File: src/pcxrle_pkg.sv
// Shared types and constants of the PCX run-length palette decoder.
package pcxrle_pkg;

    localparam int PALETTE_ENTRIES = 256;
    localparam int IDX_W           = $clog2(PALETTE_ENTRIES);
    localparam int COLOUR_W        = 24;
    localparam int CHAN_W          = 8;
    localparam int BYTE_W          = 8;
    localparam int DIM_W           = 17;
    localparam int REM_W           = 33;
    localparam int CNT_W           = 6;
    localparam int CFG_IDX_W       = 8;
    localparam int CFG_DATA_W      = 32;
    localparam int QUEUE_DEPTH     = 4;
    localparam int QPTR_W          = $clog2(QUEUE_DEPTH);

    localparam logic [DIM_W-1:0]     DIM_MAX    = 17'd65536;
    localparam logic [1:0]           RUN_MARK   = 2'b11;
    localparam logic                 REQ_PALETTE = 1'b0;
    localparam logic                 REQ_DATA   = 1'b1;
    localparam logic                 CMD_WRITE  = 1'b0;
    localparam logic                 CMD_PIXEL  = 1'b1;
    localparam logic [CFG_IDX_W-1:0] REG_WIDTH  = 8'd0;
    localparam logic [CFG_IDX_W-1:0] REG_HEIGHT = 8'd1;

    typedef struct packed {
        logic                req_type;
        logic [IDX_W-1:0]    palette_index;
        logic [COLOUR_W-1:0] palette_colour;
        logic [BYTE_W-1:0]   data_byte;
    } in_t;

    typedef struct packed {
        logic [CHAN_W-1:0] red;
        logic [CHAN_W-1:0] green;
        logic [CHAN_W-1:0] blue;
        logic              run_last;
        logic              image_last;
    } out_t;

    typedef struct packed {
        logic                kind;
        logic [IDX_W-1:0]    index;
        logic [COLOUR_W-1:0] colour;
        logic [CNT_W-1:0]    count;
        logic                ends_image;
    } cmd_t;

endpackage

File: src/pcxrle_queue.sv
// Short command queue between the decode front and the pixel back end.
module pcxrle_queue
    import pcxrle_pkg::*;
(
    input  logic aclk,
    input  logic aresetn,
    input  logic push,
    input  cmd_t push_cmd,
    input  logic pop,
    output cmd_t head_cmd,
    output logic empty,
    output logic full
);

    cmd_t              entry_reg [QUEUE_DEPTH];
    logic [QPTR_W-1:0] wr_ptr_reg;
    logic [QPTR_W-1:0] rd_ptr_reg;
    logic [QPTR_W:0]   fill_reg;
    logic [QPTR_W:0]   fill_next;

    assign empty    = (fill_reg == '0);
    assign full     = (fill_reg == (QPTR_W+1)'(QUEUE_DEPTH));
    assign head_cmd = entry_reg[rd_ptr_reg];

    always_comb begin
        fill_next = fill_reg;
        if (push && !pop) begin
            fill_next = fill_reg + 1'b1;
        end else if (pop && !push) begin
            fill_next = fill_reg - 1'b1;
        end
    end

    always_ff @(posedge aclk) begin
        if (!aresetn) begin
            wr_ptr_reg <= '0;
            rd_ptr_reg <= '0;
            fill_reg   <= '0;
        end else begin
            if (push) begin
                wr_ptr_reg <= wr_ptr_reg + 1'b1;
            end
            if (pop) begin
                rd_ptr_reg <= rd_ptr_reg + 1'b1;
            end
            fill_reg <= fill_next;
        end
    end

    always_ff @(posedge aclk) begin
        if (push) begin
            entry_reg[wr_ptr_reg] <= push_cmd;
        end
    end

endmodule

File: config.mk
export PLATFORM = sky130hd
export DESIGN_NAME = pcxrle_queue
export DESIGN_NICKNAME = d
export VERILOG_FILES = /design/src/pcxrle_pkg.sv /design/src/pcxrle_queue.sv
export SDC_FILE = /design/constraint.sdc
export NUM_CORES = 1
export LEC_CHECK = 0
export BUFFER_PORTS_ARGS = -buffer_cell sky130_fd_sc_hd__buf_2
export CAP_MARGIN = 20
export CORE_MARGIN = 1
export CORE_UTILIZATION = 55
export CTS_CLUSTER_SIZE = 28
export DETAILED_ROUTE_END_ITERATION = 10
export PLACE_DENSITY = 0.77
export SLEW_MARGIN = 20
export SYNTH_ARGS = -nofsm -noshare
export SYNTH_HDL_FRONTEND = slang
export SYNTH_SLANG_ARGS = --single-unit
File: constraint.sdc
create_clock -name aclk -period 4.9 [get_ports aclk]
set_clock_uncertainty 0.2 [all_clocks]
set_input_delay 1.47 -clock aclk [delete_from_list [all_inputs] [get_ports aclk]]
set_output_delay 1.47 -clock aclk [all_outputs]
set_load 0.1 [all_outputs]
# Word-level counts from Yosys, hierarchy flattened

Memory sizes are Yosys's and may differ from the RTL's. A register that Yosys moved wholly into a read port is not among the register bits.
Cells that the tools add are included.

Logic and storage cells: 21
Bits in writable memories: 160
Output and inout bits: 42
Register bits after elaboration: 7
Memories kept: 1

Memory list:

| memory    | depth | bits a word | read ports | clocked after memory_dff | write ports | line               | text |
|---|---|---|---|---|---|---|---|
| entry_reg | 4     | 40          | 1          | 1                        | 1           | pcxrle_queue.sv:15 | `cmd_t entry_reg [QUEUE_DEPTH];` |

Reductions and logical operators: 6
Equality and inequality tests: 1
Add/sub/neg operators: 4
Mux-type cells: 6

Operators by type and width:

| cell                                                               | number |
|---|---|
| 3-bit two-way mux                                                  | 2 |
| 2-bit by 1-bit adder with 2-bit output, second input constant      | 2 |
| 2-bit two-way mux                                                  | 2 |
| 3-bit by 1-bit adder with 3-bit output, second input constant      | 1 |
| 3-bit equality test, second input constant                         | 1 |
| 3-bit zero test                                                    | 1 |
| 3-bit by 1-bit subtractor with 3-bit output, second input constant | 1 |
| 1-bit logical AND                                                  | 2 |
| 1-bit zero test                                                    | 2 |
| 1-bit two-way mux                                                  | 2 |
| 2-bit nonzero test                                                 | 1 |

# Logic depth before layout (Yosys ltp)

Word-level depth: 4
Gate-level depth with buffers: 7
Mapped depth without buffers: 7

# Worst setup path before layout

OpenSTA, ideal clock, no wires.

Path type: register to output
From: register fill_reg[0]
To: output port full
Required time: 3.230 ns
Stages on the path, launching flop included: 2
Arrival: 2.553 ns
Path slack: 0.677 ns
Cell sequence: dfxtp_1 > nor3b_1

Word-level cells in the longest chain between the ends: 1

RTL lines:

| element                | line               | text |
|---|---|---|
| start, declared        | pcxrle_queue.sv:18 | `logic [QPTR_W:0] fill_reg;` |
| start signal, assigned | pcxrle_queue.sv:46 | `fill_reg <= fill_next;` |
| 3-bit equality test    | pcxrle_queue.sv:22 | `assign full = (fill_reg == (QPTR_W+1)'(QUEUE_DEPTH));` |
| end, declared          | pcxrle_queue.sv:12 | `output logic full` |

Every way passes these cells.

==> summary.md <==
| Metric | Value |
|---|---|
| PwrDens | `about 490 mW/mm^2` |
| FF-to-FF End | `entry_reg[0][27]` |
| Clk root buf | `clkbuf_16` |
| All-Layer GR Usage | `19.91%` |
| Cells after synthesis | `252` |
| IO buf count | `85` |
| Drt total wl | `around 11 mm` |
| R2R Path Start | `wr_ptr_reg[0]` |
| Vias in the first global route | `around 2,900` |
| Via count | `roughly 2,800` |
| Die height | `between 100 and 150 um` |
| Residual DRC | `0` |
| Final nets | `400` |
| Yosys warnings | `0` |
| Area occupied by multi-input gates | `roughly 0.0012 mm^2` |
| Seq/Total Area, Yosys | `roughly 80%` |
| Min cycle time layout | `slightly below 4 ns` |
| Max-slew violation count | `0` |
| Worst EP required | `approximately 3.2 ns` |
| Max Fclk | `around 250 MHz` |
| TritonRoute pass-1 iters | `4` |
| Chip width | `~110 um` |
| Clock transition at path regs | `roughly 0.06 ns` |
| Peak VDD IR | `approximately 0.00029 V` |
| Vias per cell | `roughly 5.6` |
| Area Growth Syn to Fin | `17.52%` |
| GPL Wtd Cong | `between 0.6 and 0.7` |
| Mapped Area | `0.006262 mm^2` |
| Die area | `around 0.012 mm^2` |
| Global-route wire length before repair | `between 15 and 20 mm` |
| Largest net degree at the start of global routing | `~40` |
| Post-Layout Cell Count | `503` |
| Num Clock Sinks | `between 150 and 200` |
| Reg area | `0.004990 mm^2` |
| Most frequent cells in the layout | `edfxtp_1 (160), buf_2 (85), mux4_2 (40), clkbuf_16 (17), dfxtp_1 (7)` |
| Worst setup path category | `reg2out` |
| R2R cell count | `3` |
| Hold Crit Start | `fill_reg[2]` |
| Overflow after GRT | `0` |
| Std-Cell Rows | `38` |
| CP max FO | `40` |
| Fillers | `just under 700` |
| Status | `complete, no violations` |
| H-tree depth | `4` |
| R2R Setup Slk | `2.89 ns` |
| CTS tree | `done` |
| # diodes | `0` |
| Core Box Area | `roughly 0.011 mm^2` |
| Worst slew margin | `29.46%` |
| Worst-Skew Late Latency | `0.41 ns` |
| TritonCTS Buffers | `17` |
| Yosys reg bits | `around 170` |
| Tightest Pin Transition | `1.058 ns` |
| Cell variety after synth | `20` |
| Setup TNS Final | `0 ns` |
| Period utilization | `approximately 80%` |
| # Max-Cap Violations | `0` |
| RSZ-0062 raised after global routing | `false` |
| Endpoints failing setup | `0` |
| Startpoint Class | `flip-flop` |
| Max FFs per register | `160` |
| Post-CTS Setup Bufs | `0` |
| Num ports | `86` |
| Hold Path Depth | `2` |
| WP buf/inv | `1` |
| Cts repair resizes | `0` |
| Hold Vio Cnt, Final | `0` |
| DP HPWL | `approximately 6 mm` |
| Cells along the critical path | `mux4_2, buf_2` |
| Placed cell areas | `0.006777 mm^2` |
| HP Class | `reg2reg` |
| Commonest non-fill, non-tap cell in the layout | `edfxtp_1` |
| Per-cell routed wire length | `roughly 21 um` |
| # hold bufs at CTS | `0` |
| Syn_area_per_cell | `approximately 25 um^2` |
| Syn_nets | `302` |
| Hold Path End | `fill_reg[2]` |
| WP data arrival | `approximately 2.3 ns` |
| Placed cells | `470` |
| Layout cells sized above 1 | `approximately 45%` |
| CP top delay family | `flip-flops` |
| Leak pwr | `~2.5 nW` |
| Crit-path slowest cell | `dfxtp_4` |
| CTS max path bufs | `2` |
| Slowest stage delay, CP | `0.89 ns` |
| Initial antenna violation count | `1` |
| Initial DRC count | `roughly 210` |
| CP Capture Type | `output pin` |
| Final ANT Viol Nets | `0` |
| Design Area, Final | `~0.0074 mm^2` |
| Initial Utilization | `57.02%` |
worst register-to-register path, stage by stage, from the launching register on:
cell and delay (ns):
dfxtp_1 0.35, inv_1 0.09, ha_1 0.13, and2_2 0.84
cells in the mapped netlist, drive strengths merged:
master | number | area (um^2)
a21boi | 1 | 7.510
and2 | 9 | 56.30
buf | 9 | 111.4
dfxtp | 9 | 180.2
edfxtp | 160 | 4805
fa | 1 | 20.02
ha | 5 | 62.56
inv | 4 | 15.01
mux2i | 2 | 20.02
mux4 | 40 | 900.9
nand2 | 1 | 3.750
nor2b | 2 | 12.51
nor3 | 1 | 5.000
nor3b | 1 | 7.510
o21ai | 1 | 5.000
or3 | 1 | 6.260
xnor2 | 2 | 17.52
xor2 | 3 | 26.28
how the worst max path moves through the flow:
stage	start	to	slack (ns)	cells past startpoint
3_5_place_dp	flip-flop	head_cmd[3]	1.36	2
2_1_floorplan	fill_reg[0]	full	0.68	1
3_3_place_gp	flip-flop	head_cmd[3]	1.35	2
5_1_grt	flip-flop	head_cmd[27]	0.81	2
6_report	flip-flop	head_cmd[26]	0.97	2
4_1_cts	flip-flop	head_cmd[27]	0.90	2
metrics by stage:
step	hold WS (ns)	worst slack [ns]	utilization (%)	power [mW]
after CTS	0.3331	0.8976	66.80	3.642
final	0.3259	0.9720	67.01	3.622
after global routing	0.4002	0.8103	67.01	3.734
after floorplan	0.2724	0.6772	-	2.290
after detailed placement	0.3248	1.356	61.70	2.395
after global placement	0.2836	1.348	61.70	2.383
power by group:
part | internal, mW | switching, mW
clock network | 0.745 | 0.515
registers | 1.66 | 0.0470
logic | 0.142 | 0.516
logic make-up after synthesis:
kind of cell               synth area share, %
AOI/OAI and AO/OA                       0.1998
xor gates and xnor gates                0.6994
adders and majority gates                1.319
buffers and inverters                    2.018
DFF                                      79.60
muxes                                    14.71
and+or+nand+nor                          1.458
cell type report:
cell class	instances	share of cell area (%)
inverters	4	0.2040
well taps	140	2.380
flip-flops and latches	169	67.80
clock buffers	19	5.882
repair buffers	88	6.256
clock inverters	13	1.734
multi-input cells	70	15.74
per-layer routing:
metal,global-route usage (%),wire length [um],vias to the layer above
met5,0,13,-
met4,8.977,215,2
met3,7.352,771,23
met2,29.79,5245,102
met1,26.37,4471,1437
li1,-,-,1257
Power figures use the tool's default switching activity.
