<file path="src/pcxrle_pkg.sv">
// Shared types and constants of the PCX run-length palette decoder.
package pcxrle_pkg;

    localparam int PALETTE_ENTRIES = 256;
    localparam int IDX_W           = $clog2(PALETTE_ENTRIES);
    localparam int COLOUR_W        = 24;
    localparam int CHAN_W          = 8;
    localparam int BYTE_W          = 8;
    localparam int DIM_W           = 17;
    localparam int REM_W           = 33;
    localparam int CNT_W           = 6;
    localparam int CFG_IDX_W       = 8;
    localparam int CFG_DATA_W      = 32;
    localparam int QUEUE_DEPTH     = 4;
    localparam int QPTR_W          = $clog2(QUEUE_DEPTH);

    localparam logic [DIM_W-1:0]     DIM_MAX    = 17'd65536;
    localparam logic [1:0]           RUN_MARK   = 2'b11;
    localparam logic                 REQ_PALETTE = 1'b0;
    localparam logic                 REQ_DATA   = 1'b1;
    localparam logic                 CMD_WRITE  = 1'b0;
    localparam logic                 CMD_PIXEL  = 1'b1;
    localparam logic [CFG_IDX_W-1:0] REG_WIDTH  = 8'd0;
    localparam logic [CFG_IDX_W-1:0] REG_HEIGHT = 8'd1;

    typedef struct packed {
        logic                req_type;
        logic [IDX_W-1:0]    palette_index;
        logic [COLOUR_W-1:0] palette_colour;
        logic [BYTE_W-1:0]   data_byte;
    } in_t;

    typedef struct packed {
        logic [CHAN_W-1:0] red;
        logic [CHAN_W-1:0] green;
        logic [CHAN_W-1:0] blue;
        logic              run_last;
        logic              image_last;
    } out_t;

    typedef struct packed {
        logic                kind;
        logic [IDX_W-1:0]    index;
        logic [COLOUR_W-1:0] colour;
        logic [CNT_W-1:0]    count;
        logic                ends_image;
    } cmd_t;

endpackage

</file>
<file path="src/pcxrle_front.sv">
// Decode front: takes items, tracks runs and the pixel budget, issues commands.
module pcxrle_front
    import pcxrle_pkg::*;
(
    input  logic                  aclk,
    input  logic                  aresetn,
    input  logic                  s_valid,
    output logic                  s_ready,
    input  in_t                   s_data,
    input  logic                  cfg_valid,
    input  logic [CFG_IDX_W-1:0]  cfg_index,
    input  logic [CFG_DATA_W-1:0] cfg_wdata,
    input  logic                  q_full,
    output logic                  q_push,
    output cmd_t                  q_cmd
);

    logic [DIM_W-1:0] width_reg;
    logic [DIM_W-1:0] height_reg;
    logic [REM_W-1:0] remaining_reg;
    logic             run_pending_reg;
    logic [CNT_W-1:0] pending_count_reg;
    logic             reload_reg;

    logic             accept;
    logic             is_data;
    logic             header;
    logic             active;
    logic             pixel_op;
    logic [CNT_W-1:0] raw_count;
    logic [CNT_W-1:0] clipped;
    logic [DIM_W-1:0] dim_value;
    logic             cfg_hit;
    logic [2*DIM_W-1:0] product;

    assign s_ready   = !q_full && !reload_reg;
    assign accept    = s_valid && s_ready;
    assign is_data   = (s_data.req_type == REQ_DATA);
    assign header    = (s_data.data_byte[BYTE_W-1:BYTE_W-2] == RUN_MARK);
    assign active    = is_data && (remaining_reg != '0);
    assign pixel_op  = active && (run_pending_reg || !header);
    assign raw_count = run_pending_reg ? pending_count_reg : CNT_W'(1);
    assign clipped   = ({{(REM_W-CNT_W){1'b0}}, raw_count} > remaining_reg)
                       ? remaining_reg[CNT_W-1:0] : raw_count;
    assign dim_value = (cfg_wdata[DIM_W-1:0] > DIM_MAX) ? DIM_MAX : cfg_wdata[DIM_W-1:0];
    assign cfg_hit   = cfg_valid && ((cfg_index == REG_WIDTH) || (cfg_index == REG_HEIGHT));
    assign product   = {{DIM_W{1'b0}}, width_reg} * {{DIM_W{1'b0}}, height_reg};

    assign q_push = accept && (!is_data || (pixel_op && (clipped != '0)));

    always_comb begin
        q_cmd            = '0;
        q_cmd.kind       = is_data ? CMD_PIXEL : CMD_WRITE;
        q_cmd.index      = is_data ? s_data.data_byte : s_data.palette_index;
        q_cmd.colour     = s_data.palette_colour;
        q_cmd.count      = clipped;
        q_cmd.ends_image = ({{(REM_W-CNT_W){1'b0}}, clipped} == remaining_reg);
    end

    always_ff @(posedge aclk) begin
        if (!aresetn) begin
            width_reg         <= DIM_W'(1);
            height_reg        <= DIM_W'(1);
            remaining_reg     <= REM_W'(1);
            run_pending_reg   <= 1'b0;
            pending_count_reg <= '0;
            reload_reg        <= 1'b0;
        end else begin
            reload_reg <= cfg_hit;
            if (cfg_hit) begin
                if (cfg_index == REG_WIDTH) begin
                    width_reg <= dim_value;
                end else begin
                    height_reg <= dim_value;
                end
                run_pending_reg   <= 1'b0;
                pending_count_reg <= '0;
            end else if (reload_reg) begin
                remaining_reg <= product[REM_W-1:0];
            end else if (accept && active) begin
                if (run_pending_reg) begin
                    run_pending_reg   <= 1'b0;
                    pending_count_reg <= '0;
                end else if (header) begin
                    run_pending_reg   <= 1'b1;
                    pending_count_reg <= s_data.data_byte[CNT_W-1:0];
                end
                if (pixel_op) begin
                    remaining_reg <= remaining_reg - {{(REM_W-CNT_W){1'b0}}, clipped};
                end
            end
        end
    end

endmodule

</file>
<file path="config.mk">
export PLATFORM = sky130hd
export DESIGN_NAME = pcxrle_front
export DESIGN_NICKNAME = d
export VERILOG_FILES = /design/src/pcxrle_pkg.sv /design/src/pcxrle_front.sv
export SDC_FILE = /design/constraint.sdc
export NUM_CORES = 1
export LEC_CHECK = 0
export ABC_AREA = 1
export BUFFER_PORTS_ARGS = -buffer_cell sky130_fd_sc_hd__buf_4
export CELL_PAD_IN_SITES_DETAIL_PLACEMENT = 2
export CELL_PAD_IN_SITES_GLOBAL_PLACEMENT = 2
export CORE_UTILIZATION = 39
export CTS_BUF_LIST = sky130_fd_sc_hd__clkbuf_4 sky130_fd_sc_hd__clkbuf_8
export CTS_CLUSTER_SIZE = 14
export DETAILED_ROUTE_END_ITERATION = 6
export PLACE_DENSITY = 0.88
export REMOVE_ABC_BUFFERS = 1
export SYNTH_ARGS = -nofsm -noshare
export SYNTH_HDL_FRONTEND = slang
export SYNTH_SLANG_ARGS = --single-unit
</file>
<file path="constraint.sdc">
create_clock -name aclk -period 14.8 [get_ports aclk]
set_input_delay 2.22 -clock aclk [delete_from_list [all_inputs] [get_ports aclk]]
set_output_delay 2.22 -clock aclk [all_outputs]
set_load 0.005 [all_outputs]
</file>
# Yosys cells after proc, flatten, opt, wreduce, memory -nomap -nowiden
# Index checks and enable logic that the tools add are counted.
[word_totals] regBits=75 input_bits=86 word_cells=56
[classes] addsub=1 multipliers=1 n_lt_le_gt_ge=2 n_eq_ne=3 mux=12 bitwise_logic=4 reduce_logical=27
[op_table] operator="$mux 33" n=3
[op_table] operator="$eq 6x33->1" n=1
[op_table] operator="$gt 6x33->1" n=1
[op_table] operator="$mul 17x17->33" n=1
[op_table] operator="$reduce_bool 33->1" n=1
[op_table] operator="$sub 33x6->33" n=1
[op_table] operator="$mux 6" n=4
[op_table] operator="$gt 17x17->1 const B" n=1
[op_table] operator="$mux 17" n=1
[op_table] operator="$eq 8x1->1 const B" n=1
[op_table] operator="$logic_and 1x1->1" n=8
[op_table] operator="$logic_not 8->1" n=1
[op_table] operator="$mux 8" n=1
[op_table] operator="$reduce_and 2->1" n=3
[op_table] operator="$reduce_and 3->1" n=2
[op_table] operator="$reduce_bool 2->1" n=3
[op_table] operator="$reduce_bool 6->1" n=1
[op_table] operator="$logic_not 1->1" n=4
[op_table] operator="$not 1->1" n=4
[op_table] operator="$logic_or 1x1->1" n=3
[op_table] operator="$mux 1" n=3
[op_table] operator="$eq 2x2->1 const B" n=1
[op_table] operator="$reduce_or 2->1" n=1

# Logic depth before layout (Yosys ltp)
# Gate-level depths: netlist of the first run.
[depth] word_depth=7 mapped_depth=30

# Worst setup path before layout of the first run
# OpenSTA, ideal clock, no wires.
[synth_path] kind="reg2reg" start="register width_reg[7]" end="register remaining_reg[30]" setup_time_ns=0.115 t_arrival_ns=5.352 t_required_ns=14.685 path_slack_ns=9.334 path_stages_with_launch=26 n_path_buf=2 period_less_slack_ns=5.466 cell_sequence="dfxtp_1 -> clkbuf_1 -> clkbuf_1 -> nand2_1 -> fa_1 -> inv_1 -> fa_1 -> inv_1 -> fa_1 -> inv_1 -> fa_1 -> fa_1 -> inv_1 -> fa_1 -> inv_1 -> ha_1 -> a21oi_1 -> o21ai_0 -> a21oi_1 -> nor2_1 -> nor2_1 -> nand3_1 -> nand2_1 -> nor2_1 -> nor2_1 -> nor2_1"
[synth_via] elab_chain_len=2
[synth_rtl] element="from (decl)" line_no="pcxrle_front.sv:18" rtl="logic [DIM_W-1:0] width_reg;"
[synth_rtl] element="from (signal assigned)" line_no="pcxrle_front.sv:72" rtl="width_reg <= dim_value;"
[synth_rtl] element="$mul 17x17->33" line_no="pcxrle_front.sv:47" rtl="assign product = {{DIM_W{1'b0}}, width_reg} * {{DIM_W{1'b0}}, height_reg};"
[synth_rtl] element="$mux 33" line_no="pcxrle_front.sv:78" rtl="end else if (reload_reg) begin"
[synth_rtl] element="to (signal assigned)" line_no="pcxrle_front.sv:79" rtl="remaining_reg <= product[REM_W-1:0];"
[synth_rtl] element="to (signal assigned)" line_no="pcxrle_front.sv:89" rtl="remaining_reg <= remaining_reg - {{(REM_W-CNT_W){1'b0}}, clipped};"
[synth_rtl] element="to (decl)" line_no="pcxrle_front.sv:20" rtl="logic [REM_W-1:0] remaining_reg;"
# Every way passes these cells.
# A chain may end at the register's enable or synchronous reset.

# Worst setup path in the final report of the first run
[layout_path] start="register width_reg[14]" end="register remaining_reg[32]"
# Same word-level chain as after synthesis.

==> metrics.txt, run 1 <==
total wire length 57020 microns; Worst Setup SP width_reg[14]; Gate Count Post-Synth a little over 2k; Longest Clk Path Bufs 2; Iter 0 DRT Violations ~630; count of cell types in the netlist 50; CTS tree yes; total grt overflow 0; crit share post-route 45.61%; layout cells sized above 1 6.496%; minimum clock period 6.750 ns; Clock power frac a little over a third; Worst-Margin Slew 1.206 ns; Synth-to-Final Area Change 5.583%; Yosys reg bits 75; f_max 148.1 MHz; switching pwr 207.9 uW; CTS Sinks 75; n_diodes 0; gpl congestion 0.8775; HP Class reg -> reg; sequential share of the synthesized area 10.29%; Avg Inst Size Synth slightly above 7 sq um; Die Y-Extent a little under 200 microns; Post-synth EDFFs 0; CP endpoint kind flip-flop; Main synth FF type dfxtp_1; FP Rows 70; worst slack, placed 8.138 ns; GR Util met2 58.48%; Setup Skew 0.02697 ns; Final Setup Violations 0; Final Hold Viols 0; Reg clk slew, reported paths roughly 0.1 ns; largest net degree at the start of global routing 60; r2r startpoint width_reg[14]; DRC Markers 0; number of gates resized after cts 0; Worst VDD drop 0.03691 mV; max reg flops 33; Int Power 363.4 uW; synth warn 0; Comb pwr share 26.5%; vias in the first global route 16.20k; Flop pwr share 37.5%; first-pass GRT wire length 89860 microns; Slew Limit Fails 0; IO Port Bufs 64; drt pass-1 iters 4; CTS root buf clkbuf_8; Setup crit start kind flip-flop; setup_tns 0 ns; status finished clean; Worst EP required 15.16 ns; die width 195.4 microns; Avg WL per Cell ~23 microns; met1 Track Usage GR 33.88%; worst hold start pending_count_reg[4]; via count roughly 14k; Cell Pwr Density 37.09 nW/um^2; initial antenna violation count 0; ys async rst share 0%; critical path class reg -> reg; GRT Overall Usage 30.90%; IO Pins 128; via/cell ratio 5.422; total of max-cap violations 0; Worst-Skew Late Latency 0.42 ns; Final Worst Setup Slack 8.050 ns; core area between 30000 and 40000 sq um; Starting Density between 30% and 40%; Synth top area share 30.73%; leakage ~0.0086 uW; CTS Buf Count 9; htree depth 3; fillers approximately 4.4k; post-CTS setup buffers 0; Hold Buf Count CTS 0; mapped cell area 14590 sq um; final antenna-violating net count 0; synth top area cells fa_1 31%, nand2_1 13%, inv_1 13%; layout net count 2453; Critical Path Fanout Max 18; Worst EP arrival about 7.1 ns; area leader, netlist fa_1; DIE AREA 38190 sq um; Sw Share 36.39%; DP Wirelength 46910 microns; RSZ-0062 raised after global routing false; met3 Usage GRT 4.663%; busiest metal layer after global routing met2; Max-slew headroom 19.50%
[through the flow]
| step | utilization (%) | hold WS (ns) | cells | total power [uW] | instance area, sq um |
|---|---|---|---|---|---|
| global placement | 41.35 | 0.4549 | 2484 | 359.0 | 15170 |
| detailed placement | 41.35 | 0.4683 | 2484 | 368.8 | 15170 |
| CTS | 41.98 | 0.4824 | 2500 | 578.5 | 15400 |
| floorplan | - | 0.4454 | 1938 | 313.7 | 14000 |
| global route | 41.98 | 0.5113 | 2500 | 599.0 | 15400 |
| finish | 41.98 | 0.4792 | 2500 | 571.3 | 15400 |
[power by group through the flow]
| stage | Sequential (uW) | Clock (uW) | Combinational [uW] |
|---|---|---|---|
| final | 215 | 206 | 151 |
| after global routing | 215 | 215 | 169 |
| after CTS | 214 | 212 | 152 |
| after detailed placement | 219 | 0 | 150 |
| after global placement | 218 | 0 | 141 |
| after floorplan | 216 | 0 | 97.3 |
[cells in the mapped netlist, drive strengths merged (3+ instances only)]
| cell | n |
|---|---|
| o21a | 3 |
| inv | 488 |
| a21oi | 129 |
| nand3b | 4 |
| xnor2 | 8 |
| mux2 | 6 |
| or2 | 5 |
| buf | 38 |
| nor2 | 132 |
| nor3 | 10 |
| ha | 116 |
| fa | 224 |
| nor4 | 12 |
| xor2 | 15 |
| o211ai | 3 |
| nand2 | 513 |
| nand4 | 16 |
| and2 | 3 |
| o21ai | 108 |
| clkbuf | 83 |
| dfxtp | 75 |
| nand3 | 52 |
[layer usage]
layer	vias to the layer above	routed length, microns	part of all wire [%]
met4	0	2402	4.2
li1	6044	-	-
met1	6983	22020	39
met3	155	2154	3.8
met5	-	0	0
met2	372	30450	53
[cells in the final DEF, fill, tap and decap left out, types with 16 or more instances in the layout]
| master | count |
|---|---|
| a21oi_1 | 120 |
| buf_4 | 78 |
| dfxtp_1 | 75 |
| fa_1 | 224 |
| ha_1 | 116 |
| inv_1 | 487 |
| nand2_1 | 506 |
| nand3_1 | 50 |
| nand4_1 | 16 |
| nor2_1 | 125 |
| o21ai_0 | 78 |
| o21ai_1 | 29 |
[kinds of logic (layout without fill, tap and decap cells)]
group / Yosys count / in the layout / share of synthesized area, %
AO/OA/AOI/OAI: 255 / 255 / 9.450
XOR/XNOR: 23 / 23 / 1.381
adder cells (fa/ha/maj): 340 / 340 / 40.68
buffers and inverters: 610 / 583 / 16.63
flip-flops: 75 / 75 / 10.29
multiplexers: 8 / 8 / 0.6003
AND/OR/NAND/NOR: 748 / 748 / 20.97
[cell type report]
cell class,count,area (sq um),share of cell area (%)
Inverter,489,1836,11.92
Timing Repair Buffer,78,585.6,3.801
Tap cell,468,585.6,3.801
Sequential cell,75,1501,9.747
Clock inverter,6,93.84,0.6092
Clock buffer,10,137.6,0.8934
Multi-Input combinational cell,1374,10670,69.23
[worst max-delay path: stages, from the launching register on]
cell and delay (ns):
dfxtp_1 1.14, nand2_1 0.19, fa_1 0.54, fa_1 0.57, inv_1 0.09, fa_1 0.51
fa_1 0.56, fa_1 0.54, inv_1 0.06, fa_1 0.51, inv_1 0.06, ha_1 0.42
nand2_1 0.13, o21ai_0 0.29, a21oi_1 0.14, nand3_1 0.21, a21oi_1 0.14, nand2_1 0.09
nand2_1 0.05, nor2_1 0.30, nor2_1 0.07, nor2_1 0.08
[path summary, 6_finish.rpt]
| check | endpoint | slack (ns) | cells after the start |
|---|---|---|---|
| worst max-delay path | remaining_reg[32] | 8.05 | 21 |
| worst min-delay path | pending_count_reg[4] | 0.48 | 2 |
| worst max register to register | remaining_reg[32] | 8.05 | 21 |
| worst min register to register | pending_count_reg[4] | 0.48 | 2 |
Note: power is estimated with default switching activity, not from simulation.
==> inputs of run 2 (changes only) <==
--- a/config.mk
+++ b/config.mk
@@ -9,11 +9,11 @@
 export BUFFER_PORTS_ARGS = -buffer_cell sky130_fd_sc_hd__buf_4
 export CELL_PAD_IN_SITES_DETAIL_PLACEMENT = 2
 export CELL_PAD_IN_SITES_GLOBAL_PLACEMENT = 2
-export CORE_UTILIZATION = 39
+export CORE_UTILIZATION = 36
 export CTS_BUF_LIST = sky130_fd_sc_hd__clkbuf_4 sky130_fd_sc_hd__clkbuf_8
 export CTS_CLUSTER_SIZE = 14
 export DETAILED_ROUTE_END_ITERATION = 6
-export PLACE_DENSITY = 0.88
+export PLACE_DENSITY = 0.82
 export REMOVE_ABC_BUFFERS = 1
 export SYNTH_ARGS = -nofsm -noshare
 export SYNTH_HDL_FRONTEND = slang
==> constraint.sdc (replaced) <==
create_clock -name aclk -period 6.5 [get_ports aclk]
set_input_delay 0.975 -clock aclk [delete_from_list [all_inputs] [get_ports aclk]]
set_output_delay 0.975 -clock aclk [all_outputs]
set_load 0.005 [all_outputs]
==> run 2 against run 1 <==
Effect of this change: critical path type unchanged; utilization fell by 2.2 points; sequential share of layout area fell by 0.21 points; highest routed layer is now met5; clock skew fell by 0.012 ns; design area rose by 2.7%; count of clock-buffer cells in the layout rose by 1; fmax rose by 7.8%; via count barely moved; worst hold slack got worse by 0.0048 ns; routed wire length fell by 1.9%; die area rose by 8.2%; total power rose by 130%.
==> metrics.txt, run 2 (synthesis gave the netlist of run 1 again) <==
most frequent cells in the layout 506 x nand2_1, 487 x inv_1, 224 x fa_1; Final Util 39.74% (-2.2 points); f_max 159.6 MHz (+7.8%); minimum clock period 6.264 ns (-0.4857 ns); Worst EP required 6.82 ns (-8.34 ns); commonest non-fill, non-tap cell in the layout nand2_1; vias in the first global route 16.26k (+0.39%); IO Port Bufs 64 (unchanged); setup_tns 0 ns (unchanged); Longest Clk Path Bufs 2 (unchanged); total grt overflow 0 (unchanged); Starting Density 36.64% (-3.1 points); Iter 0 DRT Violations 674 (+7.7%); DRC Markers 0 (unchanged); critical path class reg -> reg; gpl congestion 0.8478 (-3.4%); crit share post-route 96.38% (+51 points); IO Pins 128 (unchanged); largest net degree at the start of global routing 60 (unchanged); GRT Overall Usage 28.38% (-2.5 points); via/cell ratio 5.212 (-3.9%); DP Wirelength 46310 microns (-1.3%); layout cells sized above 1 8.771% (+2.3 points); HP Class reg -> reg; first-pass GRT wire length 90020 microns (+0.18%); drt pass-1 iters 4 (unchanged); RSZ-0062 raised after global routing false; Cell Pwr Density 83.90 nW/um^2 (+130%); htree depth 3 (unchanged); fillers 4817 (+10%); Max-slew headroom 24.13% (+4.6 points); CP endpoint kind flip-flop; Worst EP arrival 6.59 ns (-0.52 ns); Setup crit start kind flip-flop; Die Y-Extent 203.3 microns (+4.0%); Worst-Margin Slew 1.137 ns (-0.06908 ns); final antenna-violating net count 0 (unchanged); layout net count 2497 (+1.8%); leakage 0.008868 uW (+2.9%); post-CTS setup buffers 0 (unchanged); Worst-Skew Late Latency 0.44 ns (+0.02 ns); CTS Sinks 75 (unchanged); status finished clean; total wire length 55920 microns (-1.9%); Synth-to-Final Area Change 8.481%; die width 203.3 microns (+4.0%); Slew Limit Fails 0 (unchanged); Reg clk slew, reported paths 0.10 ns (about the same); max reg flops 33 (unchanged); total of max-cap violations 0 (unchanged); FP Rows 73 (+4.3%); Worst VDD drop 0.08187 mV (+120%); Final Setup Violations 0 (unchanged); Avg WL per Cell 21.51 microns (-5.7%); Final Hold Viols 0 (unchanged); core area 39820 sq um (+8.5%); via count 13.55k (-0.022%); Critical Path Fanout Max 10 (-8); Setup Skew 0.01472 ns (-0.01225 ns); CTS root buf clkbuf_8; CTS Buf Count 9 (unchanged); initial antenna violation count 1 (+1); CTS tree yes; n_diodes 0 (unchanged); DIE AREA 41340 sq um (+8.2%)
[run 2: cell types whose count changed in the layout (fill, tap and decap cells not counted), sizes merged]
cell / change
bufinv: +1
inv: -3
clkinv: +1
clkbuf: +1
buf: +44
clkinvlp: -1
[run 2: power breakdown]
group	internal [uW]	switching, uW
Combinational	126	221
Clock	268	225
Sequential	471	16.2
[run 2: final cells by class]
type	instances	area, sq um	area share [%]
clock inverters	4	98.84	0.6245
well taps	525	656.9	4.150
clock buffers	11	145.1	0.9170
inverters	489	1836	11.60
flip-flops and latches	75	1510	9.542
multi-input cells	1374	10670	67.38
repair buffers	122	915.9	5.787
[run 2: worst max-delay path, stage by stage (launching register included)]
cell and delay [ns]:
dfxtp_1 0.70, nand2_1 0.18, inv_1 0.12, fa_1 0.42, inv_1 0.10, fa_1 0.44
fa_1 0.55, inv_1 0.08, fa_1 0.54, fa_1 0.53, inv_1 0.05, fa_1 0.48
inv_1 0.04, ha_1 0.41, nand2_1 0.16, nor2_1 0.20, inv_1 0.10, nor2_1 0.19
nand3_1 0.09, nand3_1 0.19, a21oi_1 0.13, nor2_1 0.11, nor2_1 0.06, buf_4 0.15
nor2_1 0.08, nor2_1 0.04
[run 2: worst paths after layout]
check                            start                   end  slack (ns)  cells past startpoint
setup / recovery         height_reg[7]     remaining_reg[32]        0.24                     25
hold / removal    pending_count_reg[1]  pending_count_reg[1]        0.47                      2
setup reg to reg         height_reg[7]     remaining_reg[32]        0.24                     25
hold reg to reg   pending_count_reg[1]  pending_count_reg[1]        0.47                      2
[run 2: metrics by stage]
| step | hold slack, ns | cell area (sq um) | setup slack [ns] | power, uW | instances |
|---|---|---|---|---|---|
| finish | 0.4744 | 15830 | 0.2355 | 1328 | 2600 |
| global route | 0.4943 | 15830 | 0.03189 | 1396 | 2600 |
| CTS | 0.4813 | 15820 | 0.1167 | 1341 | 2600 |
| detailed placement | 0.4656 | 15570 | 0.2350 | 844.9 | 2585 |
| global placement | 0.4541 | 15570 | 0.5266 | 822.0 | 2585 |
| floorplan | 0.4454 | 14000 | 1.251 | 714.2 | 1938 |
[run 2: repair_timing]
action,4_1_cts,5_1_grt
setup endpoints to repair,0,3
hold buffers,0,0
gates resized for setup,0,7
[run 2: per-layer routing]
| layer | wire length [microns] | GRT usage, % |
|---|---|---|
| met1 | 22080 | 31.38 |
| met2 | 30050 | 54.42 |
| met3 | 2125 | 4.554 |
| met4 | 1648 | 9.533 |
| met5 | 12 | 0 |
==> inputs of run 3 (changes only) <==
--- a/config.mk
+++ b/config.mk
@@ -14,7 +14,6 @@
 export CTS_CLUSTER_SIZE = 14
 export DETAILED_ROUTE_END_ITERATION = 6
 export PLACE_DENSITY = 0.82
-export REMOVE_ABC_BUFFERS = 1
 export SYNTH_ARGS = -nofsm -noshare
 export SYNTH_HDL_FRONTEND = slang
 export SYNTH_SLANG_ARGS = --single-unit
==> run 3 against run 2 <==
Effect of this change: die area stayed put; first-iteration DRC count is 16% lower; critical path depth is 2 higher; critical path type unchanged; largest cell class unchanged.
==> metrics.txt, run 3 (synthesis gave the netlist of run 1 again) <==
Cell Pwr Density 78.38 nW/um^2 (-6.6%); Final Setup Violations 0 (unchanged); total of max-cap violations 0 (unchanged); via count 13.38k (-1.2%); most frequent cells in the layout 506 x nand2_1, 487 x inv_1, 224 x fa_1; CP endpoint kind flip-flop; minimum clock period 6.321 ns (+0.05630 ns); Hold Crit Depth 2 (unchanged); status finished clean; Comb pwr share 27.4% (+1.3 points); total wire length 54720 microns (-2.2%); Reg clk slew, reported paths 0.09 ns (about the same); gpl congestion 0.8240 (-2.8%); drt pass-1 iters 4 (unchanged); Max-slew headroom 21.52% (-2.6 points); vias in the first global route 15.80k (-2.9%); Worst EP arrival 6.64 ns (+0.05 ns); Setup crit start kind flip-flop; Starting Density 36.64% (unchanged); Hold Buf Count CTS 0 (unchanged); met3 WL 1616 microns (-24%); FP Rows 73 (unchanged); commonest non-fill, non-tap cell in the layout nand2_1; CTS tree yes; CTS Sinks 75 (unchanged); layout net count 2499 (+0.080%); Buffers & Inverters on Critical Path 7 (unchanged); core area 39820 sq um (unchanged); critical path class reg -> reg; r2r startpoint height_reg[7]; Longest Clk Path Bufs 2 (unchanged); GRT Overall Usage 27.04% (-1.3 points); Clock power frac 33.2% (-4.0 points); Setup Skew 0.01703 ns (+0.002303 ns); final antenna-violating net count 0 (unchanged); highest routed layer met4; WL met1 22640 microns (+2.5%); IO Port Bufs 64 (unchanged); Flop pwr share 39.3% (+2.6 points); Iter 0 DRT Violations 563 (-16%); n_diodes 0 (unchanged); f_max 158.2 MHz (-0.89%); CTS root buf clkbuf_8; R2R depth 27 (+8.0%); initial antenna violation count 0 (-1); Slew Limit Fails 0 (unchanged); Avg WL per Cell 21.03 microns (-2.2%); Worst VDD drop 0.1448 mV (+77%); worst hold start pending_count_reg[0]; Worst EP required 6.82 ns (about the same); Final Hold Viols 0 (unchanged); CP top delay family adder cells; max incr delay on CP 0.69 ns (about the same); total grt overflow 0 (unchanged); die width 203.3 microns (unchanged); reg-to-reg endpoint remaining_reg[28]; met2 WL 28980 microns (-3.6%); switching pwr 451.3 uW (-2.4%); Synth-to-Final Area Change 8.276%; Design Power 1238 uW (-6.8%); IO Pins 128 (unchanged); R2R setup slack 0.18 ns (-0.06 ns); number of gates resized after cts 0 (unchanged); layout cells sized above 1 8.955% (+0.18 points); Worst-Margin Slew 1.176 ns (+0.03915 ns); CTS Buf Count 9 (unchanged); Critical Path Fanout Max 11 (+1); DRC Markers 0 (unchanged); setup_tns 0 ns (unchanged); DP Wirelength 45240 microns (-2.3%); first-pass GRT wire length 85910 microns (-4.6%); Worst Setup SP height_reg[7]; htree depth 3 (unchanged); largest net degree at the start of global routing 60 (unchanged); Int Power 786.9 uW (-9.1%); post-CTS setup buffers 0 (unchanged); via/cell ratio 5.144 (-1.3%); Syn Nets 2485; HP Class reg -> reg; Sw Share 36.45% (+1.6 points); max reg flops 33 (unchanged); DIE AREA 41340 sq um (unchanged); crit share post-route 97.24% (+0.87 points); CP max-delay cell dfxtp_1; WHS Endpoint pending_count_reg[0]; Die Y-Extent 203.3 microns (unchanged); leakage 0.008855 uW (-0.15%); Worst-Skew Late Latency 0.43 ns (about the same)
run 3: cell types whose count changed in the layout (fill, tap and decap cells not counted), sizes merged:
| cell | before | now |
|---|---|---|
| buf | 122 | 124 |
| bufinv | 3 | 1 |
| clkinv | 2 | 3 |
| clkinvlp | 0 | 1 |
run 3: per-layer routing:
metal,up-vias,global-route usage (%)
met5,-,0
met2,224,50.83
met3,95,3.579
met4,0,8.002
li1,6134,-
met1,6931,31.61
run 3: final cells by class:
type,count,area [sq um]
fillers,4821,24030
multi-input cells,1374,10670
inverters,489,1836
flip-flops and latches,75,1513
repair buffers,124,930.9
well taps,525,656.9
clock buffers,11,145.1
clock inverters,4,51.30
run 3: how the worst max path moves through the flow:
stage / depth (start not counted) / slack (ns) / to
after floorplan: 25 / 1.03 / remaining_reg[30]
after global placement: 22 / 0.47 / remaining_reg[32]
after detailed placement: 28 / 0.21 / remaining_reg[28]
after CTS: 28 / 0.11 / remaining_reg[28]
after global routing: 27 / -0.07 / remaining_reg[28]
final: 27 / 0.18 / remaining_reg[28]
run 3: power groups by stage:
stage	sequential (uW)	combinational (uW)	clock, uW
floorplan	491	244	0
global placement	496	323	0
detailed placement	498	340	0
CTS	487	344	422
global route	489	383	442
finish	487	340	412
run 3: stage by stage:
stage	utilization, %	cell area (sq um)	instances	hold slack, ns	setup slack, ns
after global routing	39.67	15800	2602	0.5133	-0.07422
after global placement	39.15	15590	2587	0.4602	0.4655
after CTS	39.64	15790	2602	0.4870	0.1090
final	39.67	15800	2602	0.4809	0.1792
after floorplan	-	14590	2059	0.4454	1.034
after detailed placement	39.15	15590	2587	0.4738	0.2145
run 3: tightest hold or removal path, stage by stage, from the launching register on:
cell	delay, ns
dfxtp_1	0.32
nand2_1	0.06
a21oi_1	0.06
